**config.mk**
```make
export PLATFORM = sky130hd
export DESIGN_NAME = dpht_ram
export DESIGN_NICKNAME = d
export VERILOG_FILES = /design/src/rtl/dpht_ram.sv
export SDC_FILE = /design/constraint.sdc
export NUM_CORES = 1
export LEC_CHECK = 0
export BUFFER_PORTS_ARGS = -buffer_cell sky130_fd_sc_hd__buf_2
export CORE_ASPECT_RATIO = 0.9
export CORE_MARGIN = 5
export CORE_UTILIZATION = 50
export CTS_CLUSTER_DIAMETER = 50
export DETAILED_ROUTE_END_ITERATION = 10
export GPL_TIMING_DRIVEN = 0
export PLACE_DENSITY = 0.67
export SLEW_MARGIN = 20
export SYNTH_ARGS = -nofsm -noshare
export SYNTH_HDL_FRONTEND = slang
export SYNTH_SLANG_ARGS = --single-unit
```
**constraint.sdc**
```tcl
create_clock -name clk -period 2.1 [get_ports clk]
set_input_delay 0.42 -clock clk [delete_from_list [all_inputs] [get_ports clk]]
set_output_delay 0.42 -clock clk [all_outputs]
set_load 0.01 [all_outputs]
```
**src/rtl/dpht_ram.sv**
```systemverilog
// Generic single-write, single-read RAM with registered, read-first output.
// No dependencies.
module dpht_ram #(
  parameter int WIDTH = 8,
  parameter int DEPTH = 16
) (
  input  logic                     clk,
  input  logic                     we,
  input  logic [$clog2(DEPTH)-1:0] waddr,
  input  logic [WIDTH-1:0]         wdata,
  input  logic                     re,
  input  logic [$clog2(DEPTH)-1:0] raddr,
  output logic [WIDTH-1:0]         rdata
);

  logic [WIDTH-1:0] mem [DEPTH];

  always_ff @(posedge clk) begin
    if (we) begin
      mem[waddr] <= wdata;
    end
    if (re) begin
      rdata <= mem[raddr];
    end
  end

endmodule

```
==> results.cfg <==
[run_status]
outcome = finished, final reports clean

[layout]
fillers = 730
drive_gt1_share_pct = 28.8
design_area_um2 = 6100
finalCoreUtilization_pct = 59.5
area.growth.synth_to_final_pct = 16.6
antenna_cells = 0
fin_cells = 414
num-nets-final = 292

[clocking]
cts_hold_buffers = 0
clkLatencyLatePin_ns = 0.40
clk_pin_slew_ns = 0.05
cts.htree.levels = 4
clock-sinks = 136
post-cts-setup-buffers = 0
cts_tree = done
cts-resized-gates = 0
cts_buffer_depth = 2
cts_root_buffer = clkbuf_16
cts_buffers = 17

[timing]
clock_skew_ns = 0.00791
setup_slack_ns = 0.399
drv_slew = 0
min_period_over_period_pct = 81.0
max_slew_margin_pct = 27.6
tightest_slew_ns = 1.08
fmax_mhz = 588
rsz0062_at_grt = no
finalSetupViolCount = 0
hold_viol = 0
period_needed_ns = 1.70

[route]
final_antenna_net_count = 0
vias = 2423
drt_iter0_drc = 222
drc = 0
wl_per_cell_um = 23.9
vias_per_cell = 5.85
dr.pass1.iters = 4
postRouteWirelength_mm = 9.91

[place]
placed_cell_area_um2 = 5530
dp_slack_ns = -0.0152
globalplace.congestion = 0.697
io_buffers = 25
dp.cells = 383
hpwl_mm = 6.19

[synth]
synth_top_area_share_pct = 78.1
post_synth.cell_area_avg_um2 = 22.8
synthSimpleGateAreaFrac_pct = 3.14
synthDistinctLibCells = 18
synthTopCellsByArea = edfxtp_1 (78%), mux4_2 (7.8%), mux4_1 (7.0%)
synthAdderAreaFrac_pct = 0
syn_nets = 248
ys_warn_count = 0
synth.area.mux_share_pct = 14.8
synth_top_family_by_area = multiplexers
ys_ff_latch = 136
yosys.area.top_type = edfxtp_1
synth-compound-area-share_pct = 2.30
synth-xor-area-share_pct = 0
synthCells = 229
synth_seq_area_share_pct = 78.1
syn-cell-area_um2 = 5230

[grt]
track_usage_pct = 16.9
antenna_found_initial = 0
grt_pass1_wl_mm = 15.2
overflow = 0
grt_pass1_vias = 2496
grt_max_degree = 17

[critical_path]
path_cells = buf_2 -> or3b_2 -> nor2_1
critPathBufInv = 1
critPathTopFamily = simple AND/OR/NAND/NOR gates
rrSetupSlack_ns = 0.55
crit_arrival_ns = 1.73
crit_slowest_cell = nor2_1
cp-end-kind = flop
cp_max_fo = 8
crit_type = primary input to flop
start_kind = primary input
max_stage_delay_ns = 0.65
cp_data_required_time_ns = 2.12

[floorplanning]
die_x_um = 118
io_pins = 27
core_area_um2 = 10200
die_area_um2 = 12600
die_y_um = 107
start_util_pct = 51.0
fp-row-count = 35

[power_and_ir_drop]
power_density_nw_per_um2 = 1020
p_leak_nw = 2.04
p_total_mw = 6.20
peakVddDrop_uv = 528

[worst_hold_path]
worstHoldPathType = primary input to flop

[job]
cap_violations = 0
[layer usage]
layer | part of all wire (%) | GRT usage [%] | up-vias
met5 | 0 | 0 | -
met4 | 0.84 | 5.73 | 0
li1 | - | - | 1068
met1 | 43 | 23.7 | 1244
met2 | 48 | 25.2 | 103
met3 | 8.3 | 5.43 | 8
[cells by family (layout without fill, tap and decap cells)]
kind of cell | Yosys count | count (layout)
simple gates | 35 | 35
compound gates | 16 | 16
mux | 32 | 32
flops | 136 | 136
buf+inv | 10 | 66
[placed cells by master (no fill, tap or decap)]
| master | synthesis | layout |
|---|---|---|
| clkbuf_1 | 0 | 2 |
| clkdlybuf4s25_2 | 3 | 3 |
| nor3_1 | 4 | 1 |
| clkbuf_16 | 0 | 17 |
| clkinv_2 | 0 | 4 |
| mux4_2 | 18 | 18 |
| and2_1 | 1 | 1 |
| buf_6 | 3 | 3 |
| edfxtp_1 | 136 | 136 |
| and2b_1 | 1 | 1 |
| nand3_1 | 1 | 1 |
| nor2b_1 | 1 | 1 |
| a22oi_1 | 16 | 16 |
| nand3b_1 | 2 | 2 |
| nor3_2 | 0 | 3 |
| buf_4 | 1 | 1 |
| buf_2 | 3 | 28 |
| mux4_1 | 14 | 14 |
| clkinv_1 | 0 | 4 |
| clkinv_4 | 0 | 1 |
| nor2_1 | 13 | 13 |
| nand2_1 | 9 | 9 |
| nand2b_1 | 2 | 2 |
| or3b_2 | 1 | 1 |
| bufinv_16 | 0 | 3 |
[report_power, final]
part           switching [mW]  total, mW  internal (mW)
Clock                   0.994       2.83           1.83
Combinational           0.175      0.293          0.118
Sequential             0.0136       3.07           3.06
Total                    1.18       6.20           5.01
[cells in the mapped netlist]
library cell / n
buf_6: 3
buf_2: 3
mux4_1: 14
or3b_2: 1
nand2b_1: 2
a22oi_1: 16
mux4_2: 18
clkdlybuf4s25_2: 3
edfxtp_1: 136
nor2b_1: 1
nand2_1: 9
and2b_1: 1
nand3_1: 1
and2_1: 1
buf_4: 1
nor3_1: 4
nor2_1: 13
nand3b_1: 2
[through the flow]
step           TNS (ns)  hold slack, ns
2_1_floorplan         0           0.519
3_3_place_gp      -4.07           0.737
3_5_place_dp     -0.119           0.749
4_1_cts               0           0.356
5_1_grt               0           0.355
6_report              0           0.365
[state kept, by name (all words and copies together) (netlist names)]
| name | flops |
|---|---|
| mem | 128 |
| rdata | 8 |
[layout make-up]
| class | count | area (um^2) | share of cell area [%] |
|---|---|---|---|
| flip-flops and latches | 136 | 4080 | 67.0 |
| multi-input cells | 83 | 1070 | 17.6 |
| clock buffers | 19 | 433 | 7.10 |
| well taps | 129 | 161 | 2.65 |
| clock inverters | 12 | 134 | 2.20 |
| repair buffers | 25 | 125 | 2.05 |
| plain buffers | 10 | 86.3 | 1.42 |
[worst paths after layout]
kind                    end  cells past startpoint  startpoint
setup / recovery  mem[2][7]                      3    waddr[2]
hold / removal     rdata[5]                      1          re
setup reg to reg   rdata[0]                      3   mem[1][0]
hold reg to reg    rdata[1]                      3   mem[8][1]
No activity file was read; power rests on OpenSTA's default activity.
