<file path="src/rtl/dpht_pkg.sv">
// Package for the depth-preferred hash table: table geometry, request codes,
// entry layout and the per-request update record. No dependencies.
package dpht_pkg;

  localparam int TABLE_SLOTS_LOG2 = 10;
  localparam int TABLE_SLOTS      = 1 << TABLE_SLOTS_LOG2;
  localparam int ENTRY_COUNT      = 2 * TABLE_SLOTS;
  localparam int ADDR_W           = TABLE_SLOTS_LOG2 + 1;

  localparam int IN_DATA_W  = 120;
  localparam int OUT_DATA_W = 120;

  typedef enum logic [1:0] {
    REQ_PROBE     = 2'd0,
    REQ_KEEP_BEST = 2'd1,
    REQ_FORCED    = 2'd2
  } req_t;

  typedef struct packed {
    logic [63:0]        key;
    logic signed [15:0] depth;
    logic signed [15:0] value;
    logic [15:0]        move;
  } entry_t;

  localparam int ENTRY_W = $bits(entry_t);

  typedef struct packed {
    logic               we;
    logic               coll_inc;
    logic               repl_inc;
    logic               hit;
    logic signed [15:0] value;
  } update_t;

endpackage

</file>
<file path="src/rtl/dpht_update.sv">
// Decision logic for one request against the addressed entry: hit, write
// enable and counter increments. Depends on dpht_pkg.
module dpht_update
  import dpht_pkg::*;
(
  input  req_t               req,
  input  logic [63:0]        key,
  input  logic signed [15:0] depth,
  input  entry_t             entry,
  output update_t            upd
);

  logic key_match;
  logic empty;
  logic coll;
  logic deeper;

  assign key_match = (entry.key == key);
  assign empty     = (entry.key == 64'd0);
  assign coll      = !key_match && !empty;
  assign deeper    = (depth > entry.depth);

  always_comb begin
    upd = '0;
    unique case (req)
      REQ_PROBE: begin
        upd.hit   = key_match;
        upd.value = entry.value;
      end
      REQ_KEEP_BEST: begin
        upd.we       = !coll || deeper;
        upd.coll_inc = coll;
        upd.repl_inc = coll && deeper;
      end
      REQ_FORCED: begin
        upd.we = 1'b1;
      end
      default: begin
        upd = '0;
      end
    endcase
  end

endmodule

</file>
<file path="config.mk">
export PLATFORM = sky130hd
export DESIGN_NAME = dpht_update
export DESIGN_NICKNAME = d
export VERILOG_FILES = /design/src/rtl/dpht_pkg.sv /design/src/rtl/dpht_update.sv
export SDC_FILE = /design/constraint.sdc
export NUM_CORES = 1
export LEC_CHECK = 0
export ABC_AREA = 1
export BUFFER_PORTS_ARGS = -buffer_cell sky130_fd_sc_hd__buf_2
export CORE_AREA = 5 5 79 81
export DETAILED_ROUTE_END_ITERATION = 12
export DIE_AREA = 0 0 84 86
export GPL_ROUTABILITY_DRIVEN = 0
export PLACE_DENSITY = 0.84
export SLEW_MARGIN = 20
export SYNTH_ARGS = -nofsm -noshare
export SYNTH_HDL_FRONTEND = slang
export SYNTH_SLANG_ARGS = --single-unit
</file>
<file path="constraint.sdc">
create_clock -name vclk -period 1.6
set_input_delay 0.16 -clock vclk [all_inputs]
set_output_delay 0.16 -clock vclk [all_outputs]
set_load 0.01 [all_outputs]
</file>
==> results.py <==
metrics = {
    "outcome": {
        "status": "complete, but fails checks",
        "violations": "setup timing",
    },
    "routing": {
        "met3_length_um": 676,
        "antenna_left": 0,
        "wl_per_cell_um": 13.0,
        "first_pass_iters": 4,
        "drc": 0,
        "vias": 3044,
        "wl_met1_mm": 3.09,
        "top_layer": "met4",
        "met2WireLength_mm": 4.70,
        "totalWireLength_mm": 8.59,
        "drt_iter0_markers": 73,
        "vias_per_cell": 4.60,
    },
    "sta": {
        "min_period_ns": 1.83,
        "worst_slew_pin_slew_ns": 0.259,
        "finalSetupViolations": 2,
        "worst_slack_ns": -0.225,
        "drv_slew": 0,
        "fmaxAchievable_ghz": 0.548,
        "hold_viol": 0,
        "relSlewSlack_pct": 82.6,
        "fin_crit_sh_pct": 114,
        "setup_tns_ns": -0.393,
        "grt_setup_unrepaired": "true",
    },
    "grt": {
        "grt_max_degree": 18,
        "overflow": 0,
        "antenna_found_initial": 0,
        "grt_pass1_wl_mm": 12.8,
        "grtUsageTotal_pct": 20.7,
        "grt_pass1_vias": 3146,
    },
    "setup_path": {
        "cp_cell_sequence": "buf_6 > inv_4 > ha_4 > nand2_4 > nor2_4 > nand2_2 > nor2_2 > nand2_1 > nand3_1 > nand2_1 > nand3_2 > nand3_2 > nand2_2 > a21oi_2 > buf_2",
        "cp.arrival_ns": 1.67,
        "cp_max_fo": 3,
        "critPathLaunchType": "input pin",
        "cpPeakStageDelay_ns": 0.28,
        "cp_slowest_cell": "ha_4",
        "cp.required_ns": 1.44,
        "crit_type": "input pin to output pin",
        "end_kind": "output pin",
    },
    "logic_synthesis": {
        "synth_top_cells_by_area": "nand2_1 25%, xor2_1 20%, inv_1 18%, nor2_1 14%, ha_1 12%",
        "synthDominantCellAreaShare_pct": 25.1,
        "synth.net_count": 601,
        "synth_cell_types": 16,
        "netlist_area_um2": 1910,
        "yosys.area.top_type": "nand2_1",
        "yosysSeqAreaShare_pct": 0,
        "syn_inst": 388,
        "syn_area_per_cell_um2": 4.93,
        "yosys_warnings": 0,
    },
    "place": {
        "place_area_um2": 3020,
        "port_buffers": 198,
        "dp_hpwl_mm": 6.74,
        "place_ws_ns": -0.162,
    },
    "power": {
        "finalPower_uw": 837,
        "ir_drop_mv": 0.150,
        "leakage_nw": 2.18,
        "p_per_area_nw_per_um2": 245,
    },
    "die": {
        "initial_utilization_pct": 35.4,
        "die_w_um": 84,
        "num_rows": 27,
        "die_h_um": 86,
        "coreArea_um2": 5410,
        "die_area_um2": 7220,
        "pin_count": 214,
    },
    "cells_and_area": {
        "layout-drive-gt1-share_pct": 46.4,
        "seq_cell_count": 0,
        "diodes": 0,
        "fin_nets": 805,
        "regArea_um2": 0,
        "final_area_um2": 3420,
        "num-fill-cells": 486,
        "area_delta_synth_final_pct": 78.9,
        "clock_buffers": 0,
    },
    "flow_run": {
        "drv_cap": 0,
    },
    "hold_path": {
        "min_path_type": "input pin to output pin",
    },
}
## power by group
group	switching [mW]	leakage (nW)	internal, mW
logic	0.418	2.18	0.419
registers	0	0	0
clock network	0	0	0
## metrics by stage
step                      hold slack, ns  utilization [%]  cells
final                              0.588             63.3    662
after global routing               0.615             63.3    662
after CTS                          0.586             60.6    661
after detailed placement           0.586             55.8    660
after global placement             0.588             55.8    660
after floorplan                    0.418                -    388
## per-layer routing
layer,up-vias,track usage (%)
li1,1539,-
met1,1343,21.3
met2,146,43.0
met3,16,3.46
met4,0,4.53
met5,-,0
## path summary, 6_finish.rpt
path,from,to,cells after the start
worst max-delay path,entry[45],upd[19],15
worst min-delay path,entry[20],upd[4],4
## critical path: cells and delay by family
family / cells / cell delay [ns]
simple gates: 10 / 0.94
buf+inv: 3 / 0.23
compound gates: 1 / 0.05
fa+ha+maj: 1 / 0.28
## synthesized netlist by cell type (4+ instances only)
cell type	instances
nand2_1	128
inv_1	90
nor2_1	72
xor2_1	43
ha_1	19
nand3_1	9
nor4_1	6
a21oi_1	4
nor3_1	4
## what timing repair did
item | CTS | global route
gates resized for setup | 53 | 36
pin swaps | 26 | 30
hold buffers | 0 | 0
setup buffers | 1 | 1
cloned | 0 | 0
endpoints found under the setup margin | 2 | 4
## area by class of cell
type | count | area, um2 | area share, %
Inverter | 91 | 354 | 10.4
Timing Repair Buffer | 204 | 1130 | 33.0
Tap cell | 72 | 90.1 | 2.63
Multi-Input combinational cell | 295 | 1850 | 54.1
## placed cells by master (no fill, tap or decap), types with 3 or more instances in the layout
cell / netlist / layout
nand3_1: 9 / 7
nor4_1: 6 / 6
nand3_2: 2 / 3
ha_1: 19 / 6
nand2_2: 2 / 16
a21oi_2: 2 / 5
ha_4: 0 / 13
inv_1: 90 / 73
buf_4: 0 / 5
xor2_1: 43 / 43
nor2_2: 2 / 7
inv_2: 1 / 13
buf_2: 0 / 184
nand2_4: 0 / 3
buf_6: 0 / 15
nor2_1: 72 / 65
inv_4: 0 / 5
nand2_1: 128 / 111
## cell families after synthesis
| group | Yosys count | synth area share, % |
|---|---|---|
| AND/OR/NAND/NOR | 227 | 47.6 |
| buffers and inverters | 93 | 18.3 |
| adder cells (fa/ha/maj) | 19 | 12.4 |
| XOR/XNOR | 43 | 19.7 |
| AO/OA/AOI/OAI | 6 | 1.96 |
Power figures use the tool's default switching activity.
